File: src/hdl/pls_pkg.sv
package pls_pkg;

	localparam int OP_W = 4;
	localparam int VAL_W = 32;
	localparam int POS_W = 5;
	localparam int ST_W = 2;
	localparam int CNT_W = 5;
	localparam int CAPACITY_DEF = 16;

	localparam logic signed [VAL_W-1:0] ERR_VALUE = {VAL_W{1'b1}};

	typedef enum logic [OP_W-1:0] {
		OP_PUSH_FRONT = 4'd0,
		OP_PUSH_BACK  = 4'd1,
		OP_INSERT_AT  = 4'd2,
		OP_POP_FRONT  = 4'd3,
		OP_POP_BACK   = 4'd4,
		OP_REMOVE_AT  = 4'd5,
		OP_READ_FRONT = 4'd6,
		OP_READ_BACK  = 4'd7,
		OP_READ_AT    = 4'd8,
		OP_CLEAR      = 4'd9
	} op_t;

	typedef enum logic [ST_W-1:0] {
		ST_OK     = 2'd0,
		ST_EMPTY  = 2'd1,
		ST_BADPOS = 2'd2,
		ST_FULL   = 2'd3
	} status_t;

	typedef enum logic [1:0] {
		CELL_HOLD,
		CELL_INSERT,
		CELL_REMOVE
	} cell_cmd_t;

	typedef struct packed {
		cell_cmd_t               kind;
		logic signed [VAL_W-1:0] value;
	} cell_ctl_t;

endpackage

File: src/hdl/pls_cell.sv
module pls_cell #(
	parameter int CountWidth = 5,
	parameter int Index = 0
) (
	input  logic                              clk,
	input  pls_pkg::cell_ctl_t                ctl,
	input  logic [CountWidth-1:0]             at,
	input  logic signed [pls_pkg::VAL_W-1:0]  left_data,
	input  logic signed [pls_pkg::VAL_W-1:0]  right_data,
	output logic signed [pls_pkg::VAL_W-1:0]  data,
	output logic signed [pls_pkg::VAL_W-1:0]  rd_term
);

	localparam logic [CountWidth-1:0] IDX = CountWidth'(Index);

	logic signed [pls_pkg::VAL_W-1:0] data_q;
	logic signed [pls_pkg::VAL_W-1:0] data_d;
	logic                             hit;
	logic                             past;

	assign hit = (IDX == at);
	assign past = (IDX > at);

	always_comb begin
		data_d = data_q;
		case (ctl.kind)
			pls_pkg::CELL_INSERT: begin
				if (hit) begin
					data_d = ctl.value;
				end else if (past) begin
					data_d = left_data;
				end
			end
			pls_pkg::CELL_REMOVE: begin
				if (hit || past) begin
					data_d = right_data;
				end
			end
			default: begin
				data_d = data_q;
			end
		endcase
	end

	always_ff @(posedge clk) begin
		data_q <= data_d;
	end

	assign data = data_q;
	assign rd_term = hit ? data_q : '0;

endmodule

File: src/hdl/positional_list_store_unit.sv
// Ordered store of up to CAPACITY signed 32-bit items, position 0 at the front. Each command
// beat (operation, value, position) gives exactly one result beat, held in an output register
// loaded on acceptance; a new command is taken every cycle while that register is empty or its
// result is being taken, so the sustained rate is one command per cycle. The items live in a
// row of cells that shift toward the back on an insert and toward the front on a remove, all
// in the same cycle; reads and removes pick the addressed cell through a one-hot select across
// the row. Item storage is not reset; arst_n clears only the item count and the result valid
// flag. Positions are five bits wide, so with a capacity above 32 the deeper items are
// reachable only from the front and the back, and count reports the low five bits of the item
// count.
module positional_list_store_unit #(
	parameter int CAPACITY = pls_pkg::CAPACITY_DEF
) (
	input  logic                              clk,
	input  logic                              arst_n,
	input  logic                              in_valid,
	output logic                              in_ready,
	input  logic [pls_pkg::OP_W-1:0]          operation,
	input  logic signed [pls_pkg::VAL_W-1:0]  value,
	input  logic [pls_pkg::POS_W-1:0]         position,
	output logic                              out_valid,
	input  logic                              out_ready,
	output logic signed [pls_pkg::VAL_W-1:0]  result_value,
	output logic [pls_pkg::ST_W-1:0]          status,
	output logic [pls_pkg::CNT_W-1:0]         count,
	output logic                              is_empty
);

	localparam int CW = $clog2(CAPACITY + 1);
	localparam int XW = (CW > pls_pkg::POS_W) ? CW : pls_pkg::POS_W;
	localparam logic [XW-1:0] CAP_X = XW'(CAPACITY);

	logic [CW-1:0]                    count_q;
	logic [CW-1:0]                    count_d;
	logic                             accept;
	pls_pkg::op_t                     op_e;
	pls_pkg::status_t                 st;
	pls_pkg::cell_cmd_t               kind;
	pls_pkg::cell_ctl_t               ctl;
	logic [CW-1:0]                    at_w;
	logic [XW-1:0]                    cnt_x;
	logic [XW-1:0]                    pos_x;
	logic [XW-1:0]                    ins_x;
	logic signed [pls_pkg::VAL_W-1:0] rv;
	logic signed [pls_pkg::VAL_W-1:0] rd_bus;
	logic signed [pls_pkg::VAL_W-1:0] cell_data [CAPACITY];
	logic signed [pls_pkg::VAL_W-1:0] cell_rd [CAPACITY];

	logic                             out_valid_q;
	logic signed [pls_pkg::VAL_W-1:0] res_value_q;
	pls_pkg::status_t                 res_status_q;
	logic [CW-1:0]                    res_count_q;
	logic                             res_empty_q;
	logic [XW-1:0]                    res_count_x;

	assign accept = in_valid && in_ready;
	assign in_ready = !out_valid_q || out_ready;
	assign op_e = pls_pkg::op_t'(operation);
	assign cnt_x = XW'(count_q);
	assign pos_x = XW'(position);

	always_comb begin
		case (op_e)
			pls_pkg::OP_PUSH_FRONT: ins_x = '0;
			pls_pkg::OP_PUSH_BACK:  ins_x = cnt_x;
			default:                ins_x = pos_x;
		endcase
	end

	always_comb begin
		case (op_e)
			pls_pkg::OP_PUSH_BACK: begin
				at_w = count_q;
			end
			pls_pkg::OP_INSERT_AT, pls_pkg::OP_REMOVE_AT, pls_pkg::OP_READ_AT: begin
				at_w = CW'(position);
			end
			pls_pkg::OP_POP_BACK, pls_pkg::OP_READ_BACK: begin
				at_w = CW'(count_q - 1'b1);
			end
			default: begin
				at_w = '0;
			end
		endcase
	end

	always_comb begin
		rd_bus = '0;
		for (int i = 0; i < CAPACITY; i++) begin
			rd_bus = rd_bus | cell_rd[i];
		end
	end

	always_comb begin
		st = pls_pkg::ST_OK;
		kind = pls_pkg::CELL_HOLD;
		count_d = count_q;
		rv = '0;
		case (op_e)
			pls_pkg::OP_PUSH_FRONT, pls_pkg::OP_PUSH_BACK, pls_pkg::OP_INSERT_AT: begin
				if (ins_x > cnt_x) begin
					st = pls_pkg::ST_BADPOS;
				end else if (cnt_x >= CAP_X) begin
					st = pls_pkg::ST_FULL;
				end else begin
					kind = pls_pkg::CELL_INSERT;
					count_d = CW'(count_q + 1'b1);
					rv = value;
				end
			end
			pls_pkg::OP_POP_FRONT, pls_pkg::OP_POP_BACK: begin
				if (count_q == '0) begin
					st = pls_pkg::ST_EMPTY;
				end else begin
					kind = pls_pkg::CELL_REMOVE;
					count_d = CW'(count_q - 1'b1);
					rv = rd_bus;
				end
			end
			pls_pkg::OP_READ_FRONT, pls_pkg::OP_READ_BACK: begin
				if (count_q == '0) begin
					st = pls_pkg::ST_EMPTY;
				end else begin
					rv = rd_bus;
				end
			end
			pls_pkg::OP_REMOVE_AT: begin
				if (count_q == '0) begin
					st = pls_pkg::ST_EMPTY;
				end else if (pos_x >= cnt_x) begin
					st = pls_pkg::ST_BADPOS;
				end else begin
					kind = pls_pkg::CELL_REMOVE;
					count_d = CW'(count_q - 1'b1);
					rv = rd_bus;
				end
			end
			pls_pkg::OP_READ_AT: begin
				if (pos_x >= cnt_x) begin
					st = pls_pkg::ST_BADPOS;
				end else begin
					rv = rd_bus;
				end
			end
			pls_pkg::OP_CLEAR: begin
				count_d = '0;
			end
			default: begin
				rv = '0;
			end
		endcase
		if (st != pls_pkg::ST_OK) begin
			rv = pls_pkg::ERR_VALUE;
		end
	end

	assign ctl.kind = accept ? kind : pls_pkg::CELL_HOLD;
	assign ctl.value = value;

	for (genvar g = 0; g < CAPACITY; g++) begin : g_cell
		logic signed [pls_pkg::VAL_W-1:0] left_w;
		logic signed [pls_pkg::VAL_W-1:0] right_w;

		if (g == 0) begin : g_first
			assign left_w = '0;
		end else begin : g_mid_l
			assign left_w = cell_data[g-1];
		end
		if (g == CAPACITY - 1) begin : g_last
			assign right_w = '0;
		end else begin : g_mid_r
			assign right_w = cell_data[g+1];
		end

		pls_cell #(
			.CountWidth(CW),
			.Index(g)
		) u_cell (
			.clk(clk),
			.ctl(ctl),
			.at(at_w),
			.left_data(left_w),
			.right_data(right_w),
			.data(cell_data[g]),
			.rd_term(cell_rd[g])
		);
	end

	always_ff @(posedge clk or negedge arst_n) begin
		if (!arst_n) begin
			count_q <= '0;
			out_valid_q <= 1'b0;
		end else begin
			if (accept) begin
				count_q <= count_d;
				out_valid_q <= 1'b1;
			end else if (out_ready) begin
				out_valid_q <= 1'b0;
			end
		end
	end

	always_ff @(posedge clk) begin
		if (accept) begin
			res_value_q <= rv;
			res_status_q <= st;
			res_count_q <= count_d;
			res_empty_q <= (count_d == '0);
		end
	end

	assign res_count_x = XW'(res_count_q);
	assign out_valid = out_valid_q;
	assign result_value = res_value_q;
	assign status = res_status_q;
	assign count = res_count_x[pls_pkg::CNT_W-1:0];
	assign is_empty = res_empty_q;

	a_count_bound: assert property (@(posedge clk) disable iff (!arst_n)
		XW'(count_q) <= CAP_X)
		else $error("item count exceeds capacity");

	a_count_idle: assert property (@(posedge clk) disable iff (!arst_n)
		!accept |=> $stable(count_q))
		else $error("item count changed without a command");

	a_err_value: assert property (@(posedge clk) disable iff (!arst_n)
		out_valid_q && (res_status_q != pls_pkg::ST_OK) |-> res_value_q == pls_pkg::ERR_VALUE)
		else $error("error result without the error value");

	a_result_count: assert property (@(posedge clk) disable iff (!arst_n)
		accept |=> (res_count_q == count_q) && (res_empty_q == (count_q == '0)))
		else $error("reported count differs from the stored count");

endmodule

File: config.mk
export PLATFORM = sky130hd
export DESIGN_NAME = positional_list_store_unit
export DESIGN_NICKNAME = d
export VERILOG_FILES = /design/src/hdl/pls_pkg.sv /design/src/hdl/pls_cell.sv /design/src/hdl/positional_list_store_unit.sv
export SDC_FILE = /design/constraint.sdc
export NUM_CORES = 1
export LEC_CHECK = 0
export ABC_CLOCK_PERIOD_IN_PS = 11850
export BUFFER_PORTS_ARGS = -buffer_cell sky130_fd_sc_hd__buf_2
export CORE_MARGIN = 2
export CORE_UTILIZATION = 55
export DETAILED_ROUTE_END_ITERATION = 8
export PLACE_DENSITY_LB_ADDON = 0.1
export SYNTH_ARGS = -nofsm -noshare
export SYNTH_HDL_FRONTEND = slang
export SYNTH_HIERARCHICAL = 1
export SYNTH_SLANG_ARGS = --single-unit
File: constraint.sdc
create_clock -name clk -period 11.85 [get_ports clk]
set_clock_uncertainty 0.1 [all_clocks]
set_input_delay 0 -clock clk [delete_from_list [all_inputs] [get_ports clk]]
set_output_delay 0 -clock clk [all_outputs]
set_load 0.05 [all_outputs]
==> metrics.txt <==
Skew-Pair Late Insertion Delay=approximately 620 ps; commonest non-fill, non-tap cells in the layout=edfxtp_1 (552), nand2_1 (493), and2_1 (353); initial antenna violation count=1; GP Congestion=0.962; fraction of registers with async set/reset=0.0108; IO Port Bufs=86; Peak Freq=179 MHz; Layout area overhead=6.73%; CP top delay family=simple AND/OR/NAND/NOR gates; Clk pwr share=0.313; CTS tree=done; power density over the cells=158 mW/mm2; nets=4031; Yosys reg bits=~560; vias in the first global route=33600; GRT Overall Usage=0.374; Reg-to-Reg Start=cnt_x[0]; DP HPWL=89.4 mm; Num Clock Sinks=558; Post-Place Cells=4795; Worst Path Max Fanout=43; Iter 0 DRT Violations=between 4000 and 5000; critical path class=flop to flop; core area=0.0686 mm2; CP Buf/Inv Count=3; CP startpoint=cnt_x[0]; Slew headroom=0.104; WHS Path Cells=3; P_leak=14.5 nW; Top cell by count, worst path=buf_4; total grt overflow=0; status=finished, final reports clean; die footprint=0.0714 mm2; worst slack at placement=6400 ps; Seq pwr share=0.397; via/cell ratio=6.99; Post-synth EDFFs=552; row cnt=between 90 and 100; CP max stage delay=790 ps; H-tree depth=3; crit share post-route=0.473; post-route ant nets=0; final hold vios=0; antenna fix cells=0; post-route insts no fill=4953; NetSw=0.00237 W; Gate Count Post-Synth=4063; R2R setup slack=6250 ps; HP Class=input pin to flop; Crit path arrival time=5850 ps; combinational share of power=0.290; Reg2Reg Depth=14; RR Endpoint=result_value[4]; crit end category=flop; routed via count=34600; post-synthesis cell type count=96; CTS resizes=0; Setup WS post-layout=6250 ps; number of CTS-inserted buffers=67; clock-pin slew on the worst setup and hold paths=60 ps; I/O pins=87; yosys warns=6; synthesized area per cell=9.38 um2; Worst Min Path Start=operation[0]; Switching Fraction=0.369; first-pass GRT wire length=206 mm; Starting Density=0.556; crit path max-delay cell type=nor4_1; Die Ht=about 270 um; peak supply drop=0.000125 V; Slew Limit Fails=0; Hold Path Sink=status[1]; CP Cell Sequence=inv_1 -> ha_1 -> a21oi_1 -> o21ai_0 -> o311ai_2 -> buf_4 -> buf_4 -> nand4b_4 -> nor2_2 -> and2_1 -> nor4_1 -> nand4_1 -> a22oi_1 -> nand2_1; Final Critical Period=5600 ps; share of cells above drive strength 1=0.137; WL/cell=between 20 and 30 um; RSZ-0062 raised after global routing=false; internal power=0.00405 W; setup violators final=0; number of remaining DRC errors=0; clk root buf=clkbuf_16; CTS max path bufs=3; largest net degree at the start of global routing=146; Seq/Total Area, Yosys=0.439; maxcap violations=0; fillcell total=6115; die width=267 um; Final Util=0.593; Detailed Route WL=135 mm; commonest non-fill, non-tap cell in the layout=edfxtp_1; Slew @ Worst Pin=1340 ps; cell area after synthesis=0.0381 mm2; WP data required=12100 ps; crit path launch type=flop; final setup TNS=0 ps; most common flop cell mapped by yosys=edfxtp_1; first-pass detailed-route iteration total=6
[worst register-to-register path: stages, from the launching register on]
cell and delay, ps:
dfrtp_1 600, inv_1 240, ha_1 370, a21oi_1 160, o21ai_0 110, o311ai_2 120
buf_4 530, buf_4 630, nand4b_4 570, nor2_2 400, and2_1 290, nor4_1 790
nand4_1 160, a22oi_1 190, nand2_1 70
[final cells by class]
class	instances	area, um2	share of cell area
multi-input cells	3113	19200	0.472
well taps	931	1160	0.0286
inverters	22	82.6	0.00203
clock inverters	25	133	0.00326
clock buffers	93	1900	0.0467
flip-flops and latches	558	16700	0.411
repair buffers	211	1480	0.0364
[stage by stage]
step                hold slack (ps)  power, W  area (um2)
floorplan                      -396   0.00387       38400
global placement               -267   0.00436       38300
detailed placement             -269   0.00437       38300
CTS                            52.0   0.00636       40700
global route                   96.2   0.00661       40700
finish                         50.9   0.00641       40700
[registers in the layout, summed over array words and instances, names as in the netlist]
| signal | cells |
|---|---|
| count | 5 |
| result_value | 32 |
| cnt_x | 5 |
| is_empty | 1 |
| out_valid | 1 |
| g_cell.u_cell/data | 512 |
| status | 2 |
[timing repair]
item                      in CTS  in global routing
hold endpoints to repair     384                  0
hold buffers                  40                  0
setup buffers                  0                  0
[Yosys cell counts, drive strengths merged (3+ instances only)]
master | count | area share
nor4 | 131 | 0.022
mux2 | 3 | 0.00089
clkdlybuf4s50 | 6 | 0.0018
dfrtp | 6 | 0.0039
edfxtp | 552 | 0.43
a22oi | 34 | 0.0067
or4b | 4 | 0.0013
a221oi | 3 | 0.00085
xnor2 | 4 | 0.00092
or4 | 3 | 0.00089
nor2b | 20 | 0.0035
nand4 | 34 | 0.0056
buf | 161 | 0.035
a2111o | 3 | 0.00089
nand2 | 494 | 0.049
nand4bb | 4 | 0.0016
a2111oi | 3 | 0.00069
nand3 | 7 | 0.00092
inv | 20 | 0.0020
o21ai | 310 | 0.041
and3 | 162 | 0.027
and2 | 358 | 0.059
a221o | 5 | 0.0014
o211ai | 440 | 0.11
nand2b | 29 | 0.0048
a21oi | 307 | 0.041
nor2 | 324 | 0.033
a41oi | 130 | 0.031
clkbuf | 256 | 0.031
or3 | 3 | 0.00062
nand4b | 3 | 0.0019
and2b | 4 | 0.00092
nor3 | 14 | 0.0023
dlygate4sd1 | 6 | 0.0014
ha | 13 | 0.0043
a31oi | 164 | 0.027
or2 | 11 | 0.0018
[routing by layer]
metal | vias to the layer above | global-route usage | routed length (um)
met4 | 2 | 0.242 | 9550
met1 | 17100 | 0.489 | 52100
li1 | 15100 | - | -
met3 | 434 | 0.0405 | 10600
met5 | - | 0 | 13
met2 | 1989 | 0.595 | 62900
[kinds of logic after synthesis]
group	after synthesis	synth area share
AND/OR/NAND/NOR	1608	0.217
AO/OA/AOI/OAI	1419	0.265
flip-flops	558	0.439
buffers and inverters	455	0.0721
adder cells (fa/ha/maj)	13	0.00427
XOR/XNOR	5	0.00115
multiplexers	4	0.00115
other	1	0.0000984
[power groups by stage]
stage	registers (W)	clock network [W]	logic [W]
after CTS	0.00254	0.00201	0.00180
after detailed placement	0.00258	0	0.00179
final	0.00255	0.00200	0.00186
after global routing	0.00256	0.00208	0.00197
after global placement	0.00259	0	0.00177
after floorplan	0.00264	0	0.00123
[worst max-delay path by stage]
stage | end | slack (ps) | cells past startpoint
floorplan | g_cell[5].u_cell/data[0] | 970 | 5
global placement | result_value[4] | 6380 | 14
detailed placement | result_value[4] | 6400 | 14
CTS | result_value[4] | 6410 | 14
global route | result_value[26] | 5950 | 14
finish | result_value[4] | 6250 | 14
No activity file was read; power rests on OpenSTA's default activity.
